==> config.mk <==
export PLATFORM = sky130hd
export DESIGN_NAME = alternating_bit_receiver
export DESIGN_NICKNAME = d
export VERILOG_FILES = /design/src/rtl/core/abr_pkg.sv /design/src/rtl/core/alternating_bit_receiver.sv /design/src/rtl/core/abr_front.sv /design/src/rtl/core/abr_queue.sv /design/src/rtl/core/abr_back.sv
export SDC_FILE = /design/constraint.sdc
export NUM_CORES = 1
export LEC_CHECK = 0
export BUFFER_PORTS_ARGS = -buffer_cell sky130_fd_sc_hd__buf_2
export CAP_MARGIN = 20
export CORE_ASPECT_RATIO = 1.2
export CORE_MARGIN = 2
export CORE_UTILIZATION = 55
export CTS_BUF_LIST = sky130_fd_sc_hd__clkbuf_8 sky130_fd_sc_hd__clkbuf_16
export CTS_CLUSTER_DIAMETER = 60
export CTS_CLUSTER_SIZE = 28
export DETAILED_ROUTE_END_ITERATION = 7
export PLACE_DENSITY_LB_ADDON = 0.12
export SLEW_MARGIN = 5
export SYNTH_ARGS = -nofsm -noshare
export SYNTH_HDL_FRONTEND = slang
export SYNTH_SLANG_ARGS = --single-unit
==> constraint.sdc <==
create_clock -name clock -period 14.02 [get_ports clock]
set_input_delay 1.402 -clock clock [delete_from_list [all_inputs] [get_ports clock]]
set_output_delay 1.402 -clock clock [all_outputs]
set_load 0.1 [all_outputs]
==> src/rtl/core/abr_pkg.sv <==
// Shared constants and types for the alternating-bit receiver.
`default_nettype none

package abr_pkg;

   // Datagram layout: a 12-byte header of three 32-bit fields, then the data.
   localparam int MAX_DATA    = 10;
   localparam int HDR_BYTES   = 12;
   localparam int FRAME_BYTES = HDR_BYTES + MAX_DATA;

   // Byte counter, data index and data length widths.
   localparam int POS_W = $clog2(FRAME_BYTES + 1);
   localparam int IDX_W = (MAX_DATA > 1) ? $clog2(MAX_DATA) : 1;
   localparam int LEN_W = $clog2(MAX_DATA + 1);

   // Depth of the packet queue between the front and back parts.
   localparam int QUEUE_DEPTH = 2;
   localparam int QPTR_W      = (QUEUE_DEPTH > 1) ? $clog2(QUEUE_DEPTH) : 1;
   localparam int QCNT_W      = $clog2(QUEUE_DEPTH + 1);

   // Kind of a result item.
   typedef enum logic {
      KIND_DATA = 1'b0,
      KIND_ACK  = 1'b1
   } result_kind_type;

   // One classified datagram, as handed from the front to the back.
   typedef struct packed {
      logic                         good;
      logic                         done;
      logic                         ack_seq;
      logic [LEN_W-1:0]             len;
      logic [MAX_DATA-1:0][7:0]     payload;
   } pkt_desc_type;

   // Fill status of the packet queue.
   typedef struct packed {
      logic full;
      logic empty;
   } queue_status_type;

endpackage

`default_nettype wire

==> src/rtl/core/alternating_bit_receiver.sv <==
// Top level of the alternating-bit receiver: front, packet queue and back.
//
// Usage: the request channel carries one datagram byte per request, the
// byte on tdata and the end-of-datagram mark on tlast. A datagram is a
// 12-byte little-endian header (sequence, length, checksum) and its data.
// The response channel gives, for a good datagram with the expected
// sequence, its data bytes (tuser low) and then an ACK (tuser high, tlast
// high); any other datagram gives a single ACK of the previous sequence.
// Throughput: one request per cycle while the queue is not full and one
// response per cycle while rsp_tready is high. The front classifies a
// datagram on the cycle of its last byte; it then goes through the packet
// queue and the response register, and an ACK follows L data responses.
// A two-entry packet queue, each entry holding a whole datagram's data,
// decouples the sides: requests stall only when both entries wait for
// the back, so a stalled response channel holds at most two datagrams
// before req_tready falls. Reset clears the expected sequence bit, the
// frame counters, the queue and the response valid flag; no clearing pass.
`default_nettype none

module alternating_bit_receiver (
   input  wire logic        clock,
   input  wire logic        reset,
   input  wire logic        req_tvalid,
   output logic             req_tready,
   input  wire logic [7:0]  req_tdata,   // [7:0] rx_byte
   input  wire logic        req_tlast,   // end_of_datagram
   output logic             rsp_tvalid,
   input  wire logic        rsp_tready,
   output logic [15:0]      rsp_tdata,   // [7:0] data_byte, [8] ack_seq, [9] ack_checksum,
                                         // [10] packet_good, [11] transfer_done, [15:12] zero
   output logic             rsp_tuser,   // result_kind
   output logic             rsp_tlast    // last
);

   abr_pkg::queue_status_type q_status;
   abr_pkg::pkt_desc_type     push_desc;
   abr_pkg::pkt_desc_type     head;
   logic                      push;
   logic                      pop;

   abr_front u_front (
      .clock      (clock),
      .reset      (reset),
      .req_tvalid (req_tvalid),
      .req_tready (req_tready),
      .req_tdata  (req_tdata),
      .req_tlast  (req_tlast),
      .q_status   (q_status),
      .push       (push),
      .desc       (push_desc)
   );

   abr_queue u_queue (
      .clock     (clock),
      .reset     (reset),
      .push      (push),
      .push_desc (push_desc),
      .pop       (pop),
      .head      (head),
      .status    (q_status)
   );

   abr_back u_back (
      .clock      (clock),
      .reset      (reset),
      .head       (head),
      .q_status   (q_status),
      .pop        (pop),
      .rsp_tvalid (rsp_tvalid),
      .rsp_tready (rsp_tready),
      .rsp_tdata  (rsp_tdata),
      .rsp_tuser  (rsp_tuser),
      .rsp_tlast  (rsp_tlast)
   );

   // The queue is never written while full nor read while empty.
   assert property (@(posedge clock) disable iff (reset)
      !(push && q_status.full) && !(pop && q_status.empty))
      else $error("packet queue overflow or underflow");

   // Only an ACK closes a datagram's responses.
   assert property (@(posedge clock) disable iff (reset)
      rsp_tvalid |-> (rsp_tlast == rsp_tuser))
      else $error("last flag does not match result kind");

   // A finished transfer is only reported on the ACK of a good datagram.
   assert property (@(posedge clock) disable iff (reset)
      (rsp_tvalid && rsp_tdata[11]) |-> (rsp_tuser && rsp_tdata[10]))
      else $error("transfer done on a non-good or data result");

   // A response waiting to be taken holds its value.
   assert property (@(posedge clock) disable iff (reset)
      (rsp_tvalid && !rsp_tready) |=> (rsp_tvalid && $stable(rsp_tdata)
                                       && $stable(rsp_tuser) && $stable(rsp_tlast)))
      else $error("stalled response changed");

endmodule

`default_nettype wire

==> src/rtl/core/abr_front.sv <==
// Front part: parses datagram bytes, buffers the data and classifies each datagram.
`default_nettype none

module abr_front (
   input  wire logic                     clock,
   input  wire logic                     reset,
   input  wire logic                     req_tvalid,
   output logic                          req_tready,
   input  wire logic [7:0]               req_tdata,   // [7:0] rx_byte
   input  wire logic                     req_tlast,   // end_of_datagram
   input  wire abr_pkg::queue_status_type q_status,
   output logic                          push,
   output abr_pkg::pkt_desc_type         desc
);

   logic [abr_pkg::POS_W-1:0]             pos_ff, pos_in;
   logic [31:0]                           seq_ff, seq_in;
   logic [31:0]                           len_ff, len_in;
   logic [31:0]                           chk_ff, chk_in;
   logic [7:0]                            xor_ff, xor_in;
   logic                                  exp_seq_ff, exp_seq_in;
   logic [abr_pkg::MAX_DATA-1:0][7:0]     store_ff, store_in;

   logic                                  accept;
   logic [1:0]                            lane;
   logic [abr_pkg::POS_W-1:0]             pos_off;
   logic [abr_pkg::IDX_W-1:0]             idx;
   logic                                  ok;
   logic                                  done;

   // Bytes are taken whenever the queue has room for a finished datagram.
   assign req_tready = !q_status.full;
   assign accept     = req_tvalid && req_tready;
   assign lane       = pos_ff[1:0];
   assign pos_off    = pos_ff - abr_pkg::POS_W'(abr_pkg::HDR_BYTES);
   assign idx        = pos_off[abr_pkg::IDX_W-1:0];

   // Field capture, data buffering, checksum and classification.
   always_comb begin
      pos_in     = pos_ff;
      seq_in     = seq_ff;
      len_in     = len_ff;
      chk_in     = chk_ff;
      xor_in     = xor_ff;
      store_in   = store_ff;
      exp_seq_in = exp_seq_ff;

      if (pos_ff < abr_pkg::POS_W'(abr_pkg::HDR_BYTES)) begin
         if (pos_ff < abr_pkg::POS_W'(4)) begin
            seq_in[{lane, 3'b000} +: 8] = req_tdata;
            xor_in = xor_ff ^ req_tdata;
         end else if (pos_ff < abr_pkg::POS_W'(8)) begin
            len_in[{lane, 3'b000} +: 8] = req_tdata;
            xor_in = xor_ff ^ req_tdata;
         end else begin
            chk_in[{lane, 3'b000} +: 8] = req_tdata;
         end
      end else if (pos_ff < abr_pkg::POS_W'(abr_pkg::FRAME_BYTES)) begin
         store_in[idx] = req_tdata;
         if (32'(pos_off) < len_ff) begin
            xor_in = xor_ff ^ req_tdata;
         end
      end
      if (pos_ff < abr_pkg::POS_W'(abr_pkg::FRAME_BYTES)) begin
         pos_in = pos_ff + abr_pkg::POS_W'(1);
      end

      // The datagram is judged on the fields as they stand after this byte.
      ok = (pos_in >= abr_pkg::POS_W'(abr_pkg::HDR_BYTES))
         && (len_in <= 32'(abr_pkg::MAX_DATA))
         && (32'(pos_in) >= 32'(abr_pkg::HDR_BYTES) + len_in)
         && (chk_in == {{24{xor_in[7]}}, xor_in})
         && (seq_in == {31'b0, exp_seq_ff});
      done = ok && (len_in == 32'd0);

      push = accept && req_tlast;
      desc.good    = ok;
      desc.done    = done;
      desc.ack_seq = ok ? exp_seq_ff : !exp_seq_ff;
      desc.len     = len_in[abr_pkg::LEN_W-1:0];
      desc.payload = store_in;

      // Closing a datagram clears the frame state and, if it is good, moves the expected bit.
      if (push) begin
         if (ok) begin
            exp_seq_in = done ? 1'b0 : !exp_seq_ff;
         end
         pos_in = '0;
         seq_in = '0;
         len_in = '0;
         chk_in = '0;
         xor_in = '0;
      end
   end

   // Control and frame state.
   always_ff @(posedge clock) begin
      if (reset) begin
         pos_ff     <= '0;
         seq_ff     <= '0;
         len_ff     <= '0;
         chk_ff     <= '0;
         xor_ff     <= '0;
         exp_seq_ff <= 1'b0;
      end else if (accept) begin
         pos_ff     <= pos_in;
         seq_ff     <= seq_in;
         len_ff     <= len_in;
         chk_ff     <= chk_in;
         xor_ff     <= xor_in;
         exp_seq_ff <= exp_seq_in;
      end
   end

   // Data buffer; only bytes written in the current datagram are ever used.
   always_ff @(posedge clock) begin
      if (accept) begin
         store_ff <= store_in;
      end
   end

endmodule

`default_nettype wire

==> src/rtl/core/abr_queue.sv <==
// Short queue of classified datagrams between the front and back parts.
`default_nettype none

module abr_queue (
   input  wire logic                  clock,
   input  wire logic                  reset,
   input  wire logic                  push,
   input  wire abr_pkg::pkt_desc_type push_desc,
   input  wire logic                  pop,
   output abr_pkg::pkt_desc_type      head,
   output abr_pkg::queue_status_type  status
);

   abr_pkg::pkt_desc_type             entry_ff [abr_pkg::QUEUE_DEPTH];
   logic [abr_pkg::QPTR_W-1:0]        wr_ptr_ff, wr_ptr_in;
   logic [abr_pkg::QPTR_W-1:0]        rd_ptr_ff, rd_ptr_in;
   logic [abr_pkg::QCNT_W-1:0]        count_ff, count_in;

   assign status.full  = (count_ff == abr_pkg::QCNT_W'(abr_pkg::QUEUE_DEPTH));
   assign status.empty = (count_ff == '0);
   assign head         = entry_ff[rd_ptr_ff];

   // Pointer and fill count updates.
   always_comb begin
      wr_ptr_in = wr_ptr_ff;
      rd_ptr_in = rd_ptr_ff;
      count_in  = count_ff;
      if (push) begin
         wr_ptr_in = (wr_ptr_ff == abr_pkg::QPTR_W'(abr_pkg::QUEUE_DEPTH - 1)) ?
                     '0 : wr_ptr_ff + abr_pkg::QPTR_W'(1);
      end
      if (pop) begin
         rd_ptr_in = (rd_ptr_ff == abr_pkg::QPTR_W'(abr_pkg::QUEUE_DEPTH - 1)) ?
                     '0 : rd_ptr_ff + abr_pkg::QPTR_W'(1);
      end
      if (push && !pop) begin
         count_in = count_ff + abr_pkg::QCNT_W'(1);
      end else if (pop && !push) begin
         count_in = count_ff - abr_pkg::QCNT_W'(1);
      end
   end

   always_ff @(posedge clock) begin
      if (reset) begin
         wr_ptr_ff <= '0;
         rd_ptr_ff <= '0;
         count_ff  <= '0;
      end else begin
         wr_ptr_ff <= wr_ptr_in;
         rd_ptr_ff <= rd_ptr_in;
         count_ff  <= count_in;
      end
   end

   // Entry storage.
   always_ff @(posedge clock) begin
      if (push) begin
         entry_ff[wr_ptr_ff] <= push_desc;
      end
   end

endmodule

`default_nettype wire

==> src/rtl/core/abr_back.sv <==
// Back part: turns each queued datagram into data byte results and an ACK.
`default_nettype none

module abr_back (
   input  wire logic                     clock,
   input  wire logic                     reset,
   input  wire abr_pkg::pkt_desc_type    head,
   input  wire abr_pkg::queue_status_type q_status,
   output logic                          pop,
   output logic                          rsp_tvalid,
   input  wire logic                     rsp_tready,
   output logic [15:0]                   rsp_tdata,  // [7:0] data_byte, [8] ack_seq,
                                                     // [9] ack_checksum, [10] packet_good,
                                                     // [11] transfer_done, [15:12] zero
   output logic                          rsp_tuser,  // result_kind
   output logic                          rsp_tlast   // last
);

   logic [abr_pkg::LEN_W-1:0] cnt_ff, cnt_in;
   logic                      valid_ff, valid_in;
   abr_pkg::result_kind_type  kind_ff, kind_in;
   logic [7:0]                data_ff, data_in;
   logic                      seq_ff, seq_in;
   logic                      good_ff, good_in;
   logic                      done_ff, done_in;
   logic                      last_ff, last_in;

   logic                      load;
   logic                      is_data;

   // A new result enters the output register when it is empty or being taken.
   assign load    = !q_status.empty && (!valid_ff || rsp_tready);
   assign is_data = head.good && (cnt_ff < head.len);
   assign pop     = load && !is_data;

   always_comb begin
      cnt_in   = cnt_ff;
      valid_in = valid_ff;
      kind_in  = kind_ff;
      data_in  = data_ff;
      seq_in   = seq_ff;
      good_in  = good_ff;
      done_in  = done_ff;
      last_in  = last_ff;
      if (load) begin
         valid_in = 1'b1;
         good_in  = head.good;
         if (is_data) begin
            kind_in = abr_pkg::KIND_DATA;
            data_in = head.payload[cnt_ff[abr_pkg::IDX_W-1:0]];
            seq_in  = 1'b0;
            done_in = 1'b0;
            last_in = 1'b0;
            cnt_in  = cnt_ff + abr_pkg::LEN_W'(1);
         end else begin
            kind_in = abr_pkg::KIND_ACK;
            data_in = 8'd0;
            seq_in  = head.ack_seq;
            done_in = head.done;
            last_in = 1'b1;
            cnt_in  = '0;
         end
      end else if (rsp_tready) begin
         valid_in = 1'b0;
      end
   end

   // Control state.
   always_ff @(posedge clock) begin
      if (reset) begin
         cnt_ff   <= '0;
         valid_ff <= 1'b0;
      end else begin
         cnt_ff   <= cnt_in;
         valid_ff <= valid_in;
      end
   end

   // Output payload register.
   always_ff @(posedge clock) begin
      kind_ff <= kind_in;
      data_ff <= data_in;
      seq_ff  <= seq_in;
      good_ff <= good_in;
      done_ff <= done_in;
      last_ff <= last_in;
   end

   assign rsp_tvalid = valid_ff;
   assign rsp_tdata  = {4'b0000, done_ff, good_ff, seq_ff, seq_ff, data_ff};
   assign rsp_tuser  = kind_ff;
   assign rsp_tlast  = last_ff;

endmodule

`default_nettype wire

* Yosys cells after proc, flatten, opt, wreduce, memory -nomap -nowiden *
Memories as Yosys holds them, arrays and structs flattened. A register that Yosys moved wholly into a read port is not among the register bits.
Cells that the tools add are included.

cells by class
  add/sub/neg operators = 9
  $lt $le $gt $ge = 12
  equal/unequal tests = 3
  shift operators = 2
  mux-type cells = 43
  bitwise gates (word level) = 1
  reduce and logical (&&, ||, !) cells = 26

operator list
  kind                    count
  $mux 32                 11
  $mux 80                 2
  $bwmux 32               3
  $bwmux 80               1
  $mux 8                  8
  $add 4x32->32 const A   1
  $bmux 8 s4              1
  $demux 8 s4             1
  $eq 32x1->1             1
  $eq 32x32->1            1
  $ge 5x32->1             1
  $le 32x4->1 const B     1
  $logic_not 32->1        1
  $lt 5x32->1             1
  $shift 8x7->32 const A  1
  $shiftx 8x7->32         1
  $logic_and 1x1->1       13
  $mux 1                  11
  $lt 4x5->1 const B      2
  $lt 5x4->1 const B      2
  $mux 5                  2
  $xor 8x8->8             1
  $logic_not 1->1         7
  $neg 5->7               1
  other kinds (18)        21

storage, ports and cells
  flip-flop bits (word level) = 211
  memory bits (writable) = 174
  bits of input ports = 13
  output and inout port bits = 20
  logic and storage cells = 123
  memories kept = 1

memories
  name              words  width  rd ports  clocked after Yosys merged registers in  wr ports  line             source
  u_queue.entry_ff  2      87     1         1                                        1         abr_queue.sv:14  abr_pkg::pkt_desc_type entry_ff [abr_pkg::QUEUE_DEPTH];

* Logic depth before layout (Yosys ltp) *
Gate-level depths: netlist (run 1).

  word-level depth = 13
  gate-level depth with buffers = 19
  mapped depth without buffers = 15

* By module *
A second synthesis (run 1) with hierarchy kept.

second synthesis, totals
  cells, all modules = 1,553
  area, all modules = 18,401.4 µm²

by module, submodules not included
  module     instances  cells each  area each (µm²)  sequential area each (µm²)
  abr_front  1          1,115       10,248.6         4,604.4
  abr_queue  1          293         6,603.8          5,325.1
  abr_back   1          145         1,549.0          460.4

* Worst setup path after synthesis (run 1) *
Ideal clock, no wire load.

  path type = input port to flip-flop
  from = in req_tvalid
  to = mem u_queue.entry_ff[1][0] (netlist bit), enable pin
  setup time = 0.456 ns
  data arrival time = 6.695 ns
  required time = 13.564 ns
  slack = 6.869 ns
  stages = 5
  buffers on the path = 2
  cells stage by stage = nand2_1 > inv_1 > clkbuf_1 > clkbuf_1 > and3_1

on the way
  longest elaborated chain between the ends = 4

ends and longest elaborated chain
  item                          line                            source
  from (decl)                   alternating_bit_receiver.sv:23  input wire logic req_tvalid,
  $logic_and 1x1->1             abr_front.sv:33                 assign accept = req_tvalid && req_tready;
  net u_front.accept            abr_front.sv:24                 logic accept;
  $logic_and 1x1->1             abr_front.sv:76                 push = accept && req_tlast;
  $mux 1                        abr_queue.sv:57                 if (push) begin
  $mux 1 (not written as such)  abr_queue.sv:58                 entry_ff[wr_ptr_ff] <= push_desc;
  to (decl)                     abr_queue.sv:14

The timed path passes the listed nets, and every way through them passes these cells.

* Worst setup path in the final report (run 1) *
  from = reg u_front.pos_ff[0] (netlist bit)
  to = reg u_front.exp_seq_ff

on the way
  longest elaborated chain between the ends = 13
  elaborated cells on any way between the ends = 41
  classes of those cells = add/sub: 4; order compare: 8; eq/ne: 2; shift: 2; mux: 18; reduce/logical: 7

ends and longest elaborated chain
  item                                                      line                                               source
  from (decl)                                               abr_front.sv:16                                    logic [abr_pkg::POS_W-1:0] pos_ff, pos_in;
  from (signal assigned)                                    abr_front.sv:106                                   pos_ff <= pos_in;
  $neg 5->7                                                 abr_front.sv:50, abr_front.sv:53, abr_front.sv:56
  $shiftx 8x7->32 / $shift 8x7->32 (equally long branches)  abr_front.sv:50, abr_front.sv:53, abr_front.sv:56
  $bwmux 32                                                 abr_front.sv:53                                    len_in[{lane, 3'b000} +: 8] = req_tdata;
  $mux 32                                                   abr_front.sv:52                                    end else if (pos_ff < abr_pkg::POS_W'(8)) begin
  $mux 32                                                   abr_front.sv:49                                    if (pos_ff < abr_pkg::POS_W'(4)) begin
  $mux 32                                                   abr_front.sv:48                                    if (pos_ff < abr_pkg::POS_W'(abr_pkg::HDR_BYTES)) begin
  $add 4x32->32 / $le 32x4->1 (equally long branches)       abr_front.sv:71, abr_front.sv:70
  $ge 5x32->1 / $logic_and 1x1->1 (equally long branches)   abr_front.sv:71, abr_front.sv:70
  $logic_and 1x1->1                                         abr_front.sv:71                                    && (32'(pos_in) >= 32'(abr_pkg::HDR_BYTES) + len_in)
  $logic_and 1x1->1                                         abr_front.sv:72                                    && (chk_in == {{24{xor_in[7]}}, xor_in})
  $logic_and 1x1->1                                         abr_front.sv:73                                    && (seq_in == {31'b0, exp_seq_ff});
  $logic_and 1x1->1                                         abr_front.sv:74                                    done = ok && (len_in == 32'd0);
  $mux 1                                                    abr_front.sv:86                                    exp_seq_in = done ? 1'b0 : !exp_seq_ff;
  to (signal assigned)                                      abr_front.sv:111                                   exp_seq_ff <= exp_seq_in;
  to (decl)                                                 abr_front.sv:21                                    logic exp_seq_ff, exp_seq_in;

Several ways; a longest one is shown, not always the timed one.
A chain may end at the register's enable or synchronous reset.

==> reports/results.tsv, run 1 <==
metric	value	unit
clk sink count	386	
vias per cell	6.46	
Yosys cell types	79	
final setup margin	8.49	ns
worst stage delay on the critical path	0.93	ns
GPL Wtd Cong	0.927	
CTS tree	done	
htree depth	1	
clk slew on worst S/H paths	0.09	ns
Most used DFF post-synth	edfxtp_1	
Fin Setup TNS	0	ns
data required time at the worst endpoint	14.49	ns
max_slew headroom	29.7	%
critical path launch point type	flip-flop	
min cycle time layout	5.53	ns
CP Cell Sequence	inv_1, ha_1, and4bb_1, buf_4, a32oi_1, xnor2_1, or4b_1, a21boi_0, o32ai_1, or4_4, or4_1, a21oi_1	
Critical Path AT	6.00	ns
routed length per instance	24.3	µm
CTS resizes	0	
met2 WL post-DR	23.5	mm
# DRC	0	
starting density of the core	55.4	%
1st-pass router iterations	8	
Slowest cell on crit path	dfxtp_1	
DPL Wire Length	29.6	mm
P_leak	0.00649	µW
total power	3030	µW
Iter 0 DRT Violations	1083	
WS Path Type	reg -> reg	
number of max-cap violations	0	
Area growth syn-to-layout	7.91	%
core footprint	32000	µm²
most frequent cells in the layout	edfxtp_1 (266), nor2_1 (155), nand2_1 (122)	
placed cell area	18100	µm²
antenna cells	0	
hold_buf cts	0	
crit end category	flip-flop	
Total GRT Usage	27.0	%
synthesized cell area	17700	µm²
vias in the first global route	12075	
vias	12083	
met1 wire length	17.7	mm
max layer used	met4	
IO Count	33	
endpoints failing hold	0	
EDFF count, synth	266	
die area	33700	µm²
Final Max Slew Viols	0	
Syn. warnings	0	
outcome	finished clean	
Post-CTS Setup Repair Bufs	0	
Detail Route Antenna Nets	0	
Post-Place Worst Slack	8.65	ns
post-layout util	59.8	%
chip width	168	µm
flops & latches, synth	386	
Nets	1487	
Post-Route WL	45.5	mm
met3 wire length	2.01	mm
syn avg cell area	12.1	µm²
Worst Max-Slew Pin Slew	1.05	ns
crit path max fanout	29	
Cells after Synth	1470	
I/O Buffers	28	
Clock Skew	0.0192	ns
Max clock buf depth	3	
antenna violations before repair	0	
unrepaired setup endpoints after global routing	no	
fraction of registers with async set/reset	0	%
commonest non-fill, non-tap cell in the layout	edfxtp_1	
gr ovfl total	0	
layout cells sized above 1	14.1	%
Max VDD drop	0.000107	V
# setup viols final	0	
pwr/cell area	159	nW/µm²
Rows	72	
sequential area share after synthesis	58.6	%
Worst Hold Class	reg -> reg	
largest net degree at the start of global routing	72	
die height	201	µm
CTS Buf Count	26	
Fmax	181	MHz
first-pass GRT wire length	70.2	mm
Tcrit/Tclk final	39.5	%
clk_lat worst skew	0.56	ns
CTS root buf	clkbuf_16	
design area	19100	µm²
-- metal layers --
layer	vias up	track usage (%)
met5	-	0
li1	5540	-
met1	6020	32.9
met2	399	48.6
met3	124	2.43
met4	0	12.5
-- metrics by stage --
| step | std cells | hold WS, ns |
|---|---|---|
| 2_1_floorplan | 1473 | 0.441 |
| 3_3_place_gp | 1821 | 0.457 |
| 3_5_place_dp | 1821 | 0.466 |
| 4_1_cts | 1869 | 0.476 |
| 5_1_grt | 1871 | 0.503 |
| 6_report | 1871 | 0.474 |
-- Yosys cell counts (all sizes together), types with 4 or more instances --
master | instances | area, µm²
xor2 | 9 | 78.8
a32oi | 31 | 272
and3 | 11 | 68.8
nand4b | 5 | 43.8
nor3b | 8 | 65.1
edfxtp | 266 | 7990
and2 | 10 | 62.6
or4b | 5 | 57.6
inv | 26 | 97.6
or2 | 7 | 43.8
a211oi | 11 | 82.6
xnor2 | 15 | 131
clkbuf | 83 | 312
nand4bb | 7 | 78.8
o21ai | 90 | 450
and4bb | 4 | 50.0
mux2i | 17 | 170
or3 | 5 | 31.3
nor4bb | 10 | 100
nand2 | 122 | 458
ha | 30 | 375
nor3 | 30 | 150
nor4b | 9 | 93.8
and4 | 4 | 35.0
dfxtp | 120 | 2400
nor2 | 156 | 586
or4 | 8 | 63.8
a31oi | 8 | 50.1
mux4 | 48 | 1080
buf | 29 | 170
nand4 | 16 | 100
a22oi | 71 | 533
nor4 | 16 | 115
nand3 | 28 | 140
nand2b | 9 | 56.3
mux2 | 32 | 360
nand3b | 6 | 45.0
a21oi | 64 | 320
-- state kept, by name, summed over array words and instances (netlist names), named ones only --
name	cells
u_back.cnt_ff	4
u_back.data_ff	8
u_back.done_ff	1
u_back.good_ff	1
u_back.rsp_tuser	1
u_back.rsp_tvalid	1
u_back.seq_ff	1
u_front.chk_ff	32
u_front.exp_seq_ff	1
u_front.len_ff	32
u_front.pos_ff	5
u_front.seq_ff	32
u_front.store_ff	80
u_front.xor_ff	8
u_queue.count_ff	2
u_queue.entry_ff	174
u_queue.rd_ptr_ff	1
u_queue.wr_ptr_ff	1
-- layout make-up --
type | instances | area (µm²)
sequential | 386 | 10400
clock buffer | 27 | 676
fill | 2605 | 12900
multi-input combinational | 948 | 6780
timing repair buffer | 55 | 343
tap | 407 | 509
clock inverter | 21 | 318
inverter | 27 | 104
-- worst paths after layout --
| kind | startpoint | endpoint | slack [ns] | cells past startpoint |
|---|---|---|---|---|
| min reg2reg | u_front.xor_ff[7] | u_front.xor_ff[7] | 0.47 | 2 |
| max reg2reg | u_front.pos_ff[0] | u_front.exp_seq_ff | 8.49 | 12 |
| min | u_front.xor_ff[7] | u_front.xor_ff[7] | 0.47 | 2 |
| max | u_front.pos_ff[0] | u_front.exp_seq_ff | 8.49 | 12 |
-- power breakdown --
part           total (µW)  switching (µW)  internal (µW)  leakage [µW]
Clock                 849             456            393      0.000462
Combinational         737             521            216       0.00258
Sequential           1450            37.6           1410       0.00345
-- critical path: cells and delay by family (launching register included) --
kind / cells / cell delay, ns
fa+ha+maj: 1 / 0.64
buf+inv: 2 / 0.70
compound gates: 4 / 0.76
flops: 1 / 0.93
simple gates: 4 / 2.16
xor+xnor: 1 / 0.23
-- cells by family after synthesis --
group,share of synthesized area [%]
simple gates,14.1
mux,9.10
buf+inv,3.29
fa+ha+maj,2.12
xor+xnor,1.44
other cells,0.0212
flops,58.6
compound gates,11.3
Power figures use the tool's default switching activity.
==> run 2, diff against run 1 <==
clock period = 4.7 ns   (was 14.02 ns; I/O delays follow)
==> run 2 against run 1 <==
Wire length decreased by 1.6%. Clock skew grew 0.0099 ns. Global-route usage decreased by 0.36 points. Highest routed layer unchanged. Utilization is 0.48 points higher.
==> reports/results.tsv, run 2 (synthesized netlist as in run 1, its figures left out) <==
metric	value	unit
post-layout util	60.3	%
largest net degree at the start of global routing	88	
routed length per instance	23.7	µm
Post-Route WL	44.8	mm
Hold Path Sink	u_back.rsp_tvalid	
CTS resizes	0	
Total GRT Usage	26.6	%
R2R Path End	u_front.exp_seq_ff	
Worst Max-Slew Pin Slew	1.18	ns
hold_buf cts	0	
GPL Wtd Cong	0.995	
unrepaired setup endpoints after global routing	no	
r2r setup slk	0.27	ns
vias in the first global route	12036	
Fmax	226	MHz
largest reg by FF count	u_queue.entry_ff	
Reg2Reg Depth	15	
clk sink count	386	
Post-CTS Setup Repair Bufs	0	
htree depth	1	
Max clock buf depth	3	
endpoints failing hold	0	
Rows	72	
Tcrit/Tclk final	94.3	%
1st-pass router iterations	5	
pwr/cell area	471	nW/µm²
CTS Buf Count	27	
antenna violations before repair	1	
worst hold stages	3	
placed cell area	18300	µm²
I/O Buffers	28	
Largest register FFs	174	
CTS root buf	clkbuf_16	
Worst Setup SP	u_front.pos_ff[1]	
Largest regs	u_queue.entry_ff x174, u_front.store_ff x80	
Max VDD drop	0.000375	V
layout cells sized above 1	15.1	%
vias	12066	
Area growth syn-to-layout	8.77	%
Final Max Slew Viols	0	
clk slew on worst S/H paths	0.09	ns
Nets	1506	
WS Path Type	reg -> reg	
starting density of the core	55.4	%
clk_lat worst skew	0.56	ns
design area	19300	µm²
DPL Wire Length	28.9	mm
# DRC	0	
crit end category	flip-flop	
HP Start	rsp_tready	
r2r startpoint	u_front.pos_ff[1]	
die height	201	µm
crit path max fanout	35	
commonest non-fill, non-tap cell in the layout	edfxtp_1	
Fin Setup TNS	0	ns
P_leak	0.00660	µW
min cycle time layout	4.43	ns
IO Count	33	
outcome	finished clean	
Iter 0 DRT Violations	1232	
antenna cells	0	
first-pass GRT wire length	69.5	mm
# setup viols final	0	
chip width	168	µm
critical path launch point type	flip-flop	
gr ovfl total	0	
die area	33700	µm²
Critical Path AT	4.91	ns
most frequent cells in the layout	edfxtp_1 (266), nor2_1 (155), nand2_1 (122)	
Clock Skew	0.0291	ns
number of max-cap violations	0	
data required time at the worst endpoint	5.18	ns
core footprint	32000	µm²
CTS tree	done	
Detail Route Antenna Nets	0	
vias per cell	6.38	
Worst Hold Class	in -> reg	
max_slew headroom	20.0	%
## run 2: area by class of cell
cell class	instances	area, µm²
clock buffers	27	676
clock inverters	22	308
fillers	2614	12700
inverters	27	104
multi-input cells	948	6770
flip-flops and latches	386	10400
well taps	407	509
repair buffers	73	510
## run 2: routing by layer
metal	up-vias	track usage, %	part of all wire (%)
met3	125	2.70	4.3
met5	-	0	0
met4	0	13.0	5.3
met1	5976	32.7	40
met2	386	47.1	50
li1	5579	-	-
## run 2: per-stage QoR
stage / hold WS, ns / total power (µW) / setup WS (ns) / instances
2_1_floorplan: 0.441 / 6100 / 0.0742 / 1473
3_3_place_gp: 0.456 / 6580 / 0.480 / 1839
3_5_place_dp: 0.464 / 6620 / 0.383 / 1839
4_1_cts: 0.175 / 9150 / 0.353 / 1888
5_1_grt: 0.212 / 9440 / 0.0304 / 1890
6_report: 0.199 / 9090 / 0.269 / 1890
## run 2: worst max-delay path, stage by stage (launching register included)
cell and delay, ns:
dfxtp_1 0.32, inv_1 0.19, ha_1 0.29, and4bb_1 0.36
buf_4 0.38, a32oi_1 0.23, ha_1 0.34, o21ai_0 0.07
a21oi_1 0.10, or3_1 0.11, a21oi_1 0.07, nor4b_1 0.57
o2111ai_1 0.19, or4_4 0.48, or4_1 0.49, a21oi_1 0.15
## run 2: how the worst max path moves through the flow
stage                         endpoint  slack (ns)  depth (start not counted)
floorplan           u_front.exp_seq_ff        0.07                         18
global placement    u_front.exp_seq_ff        0.48                         15
detailed placement  u_front.exp_seq_ff        0.38                         15
CTS                 u_front.exp_seq_ff        0.35                         12
global route        u_front.exp_seq_ff        0.03                         13
finish              u_front.exp_seq_ff        0.27                         15
## run 2: report_power, final
group          total [µW]  internal (µW)  switching [µW]  leakage (µW)
Sequential           4350           4200             152       0.00345
Clock                2560           1250            1310      0.000474
Combinational        2170            661            1510       0.00267
==> run 3, diff against run 2 <==
CELL_PAD_IN_SITES_DETAIL_PLACEMENT = 1   (was not set)
CELL_PAD_IN_SITES_GLOBAL_PLACEMENT = 1   (was not set)
CORE_UTILIZATION = 47   (was 55)
==> run 3 against run 2 <==
First-iteration DRC count down 30%. Combinational power rose by 3%. Wire length grew 12%. Maximum frequency grew 2.2%. Final area grew 0.77%. Setup slack better by 0.094 ns. Power up 1.3%. Non-clock buffer count increased by 6. Clock skew increased by 0.0012 ns.
==> reports/results.tsv, run 3 (synthesized netlist as in run 1, its figures left out) <==
metric	value	unit
die area	39300	µm²
Rows	77	
die height	217	µm
CP Cell Sequence	ha_1, xnor2_1, ha_1, o21bai_1, or4_1, nor4_1, a21oi_1, a211oi_1, o32ai_1, or4_4, or4_1, a21oi_1	
crit path max fanout	10	
crit end category	flip-flop	
worst hold stages	3	
Reg2Reg Depth	12	
chip width	181	µm
layout cells sized above 1	15.8	%
Clock Skew	0.0303	ns
Nets	1513	
gr ovfl total	0	
clk slew on worst S/H paths	0.09	ns
number of max-cap violations	0	
P_leak	0.00664	µW
Worst Hold Class	in -> reg	
starting density of the core	47.9	%
Max clock buf depth	3	
CTS Buf Count	28	
# setup viols final	0	
Post-Route WL	50.3	mm
Post-CTS Setup Repair Bufs	0	
unrepaired setup endpoints after global routing	no	
CTS resizes	0	
clk_lat worst skew	0.60	ns
hold slack	0.174	ns
worst stage delay on the critical path	0.58	ns
Worst Max-Slew Pin Slew	1.17	ns
Buf/Inv on CP	0	
endpoints failing hold	0	
largest net degree at the start of global routing	69	
Critical Path AT	4.85	ns
max_slew headroom	21.2	%
Multi-input gate area	6790	µm²
antenna violations before repair	0	
IO Count	33	
dominant delay contributor by cell family on the critical path	simple AND/OR/NAND/NOR gates	
Worst path depth	12	
GPL Wtd Cong	0.916	
first-pass GRT wire length	78.0	mm
Tcrit/Tclk final	92.3	%
core footprint	37000	µm²
commonest non-fill, non-tap cell in the layout	edfxtp_1	
Largest register FFs	174	
Area growth syn-to-layout	9.61	%
vias in the first global route	12992	
1st-pass router iterations	6	
htree depth	1	
clk sink count	386	
Total GRT Usage	26.0	%
Largest regs	u_queue.entry_ff x174, u_front.store_ff x80	
vias per cell	6.23	
Max VDD drop	0.000302	V
Fmax	231	MHz
Slowest cell on crit path	or4_4	
WS Path Type	reg -> reg	
area occupied by registers	10400	µm²
routed length per instance	25.6	µm
# fillers	3829	
Detail Route Antenna Nets	0	
Final Max Slew Viols	0	
most frequent cells in the layout	edfxtp_1 (266), nor2_1 (155), nand2_1 (122)	
vias	12253	
DPL Wire Length	34.1	mm
# DRC	0	
Fin Setup TNS	0	ns
I/O Buffers	28	
pwr/cell area	474	nW/µm²
critical path launch point type	flip-flop	
outcome	finished clean	
CTS root buf	clkbuf_16	
largest reg by FF count	u_queue.entry_ff	
hold_buf cts	0	
CTS tree	done	
min cycle time layout	4.34	ns
Iter 0 DRT Violations	858	
post-layout util	52.5	%
antenna cells	0	
data required time at the worst endpoint	5.21	ns
==> run 3: final cells by class <==
| class | instances | share of cell area (%) |
|---|---|---|
| sequential | 386 | 53.5 |
| multi-input combinational | 948 | 35.0 |
| clock inverter | 24 | 1.56 |
| inverter | 27 | 0.535 |
| tap | 474 | 3.05 |
| timing repair buffer | 79 | 2.77 |
| clock buffer | 28 | 3.61 |
==> run 3: path summary, 6_finish.rpt <==
kind	to	startpoint	slack, ns
worst max-delay path	u_front.exp_seq_ff	u_front.pos_ff[3]	0.36
worst min-delay path	u_back.rsp_tvalid	rsp_tready	0.17
worst max register to register	u_front.exp_seq_ff	u_front.pos_ff[3]	0.36
worst min register to register	u_front.len_ff[27]	u_front.len_ff[27]	0.48
==> run 3: power breakdown <==
group	leakage, µW	internal [µW]	switching, µW
sequential	0.00345	4200	161
clock	0.000489	1210	1390
combinational	0.00270	664	1580
total	0.00664	6070	3130
==> run 3: worst register-to-register path: cells and delay by family, from the launching register on <==
| kind | cells | cell delay [ns] |
|---|---|---|
| flip-flops | 1 | 0.53 |
| adder cells (fa/ha/maj) | 2 | 0.57 |
| XOR/XNOR | 1 | 0.10 |
| AND/OR/NAND/NOR | 4 | 2.03 |
| AO/OA/AOI/OAI | 5 | 1.05 |
==> run 3: stage by stage <==
| step | instance area, µm² | worst slack (ns) | power [µW] | std cells |
|---|---|---|---|---|
| 3_3_place_gp | 18400 | 0.618 | 6620 | 1914 |
| 6_report | 19400 | 0.363 | 9210 | 1966 |
| 4_1_cts | 19400 | 0.376 | 9310 | 1966 |
| 5_1_grt | 19400 | 0.0454 | 9590 | 1966 |
| 3_5_place_dp | 18400 | 0.384 | 6710 | 1914 |
| 2_1_floorplan | 17700 | 0.0742 | 6100 | 1473 |
==> run 3: routing by layer <==
layer | routed length, µm | global-route usage, % | vias up | part of all wire, %
li1 | - | - | 5608 | -
met1 | 20100 | 31.1 | 6227 | 40
met2 | 26100 | 47.4 | 289 | 52
met3 | 1780 | 2.60 | 129 | 3.5
met4 | 2300 | 11.6 | 0 | 4.6
met5 | 0 | 0 | - | 0
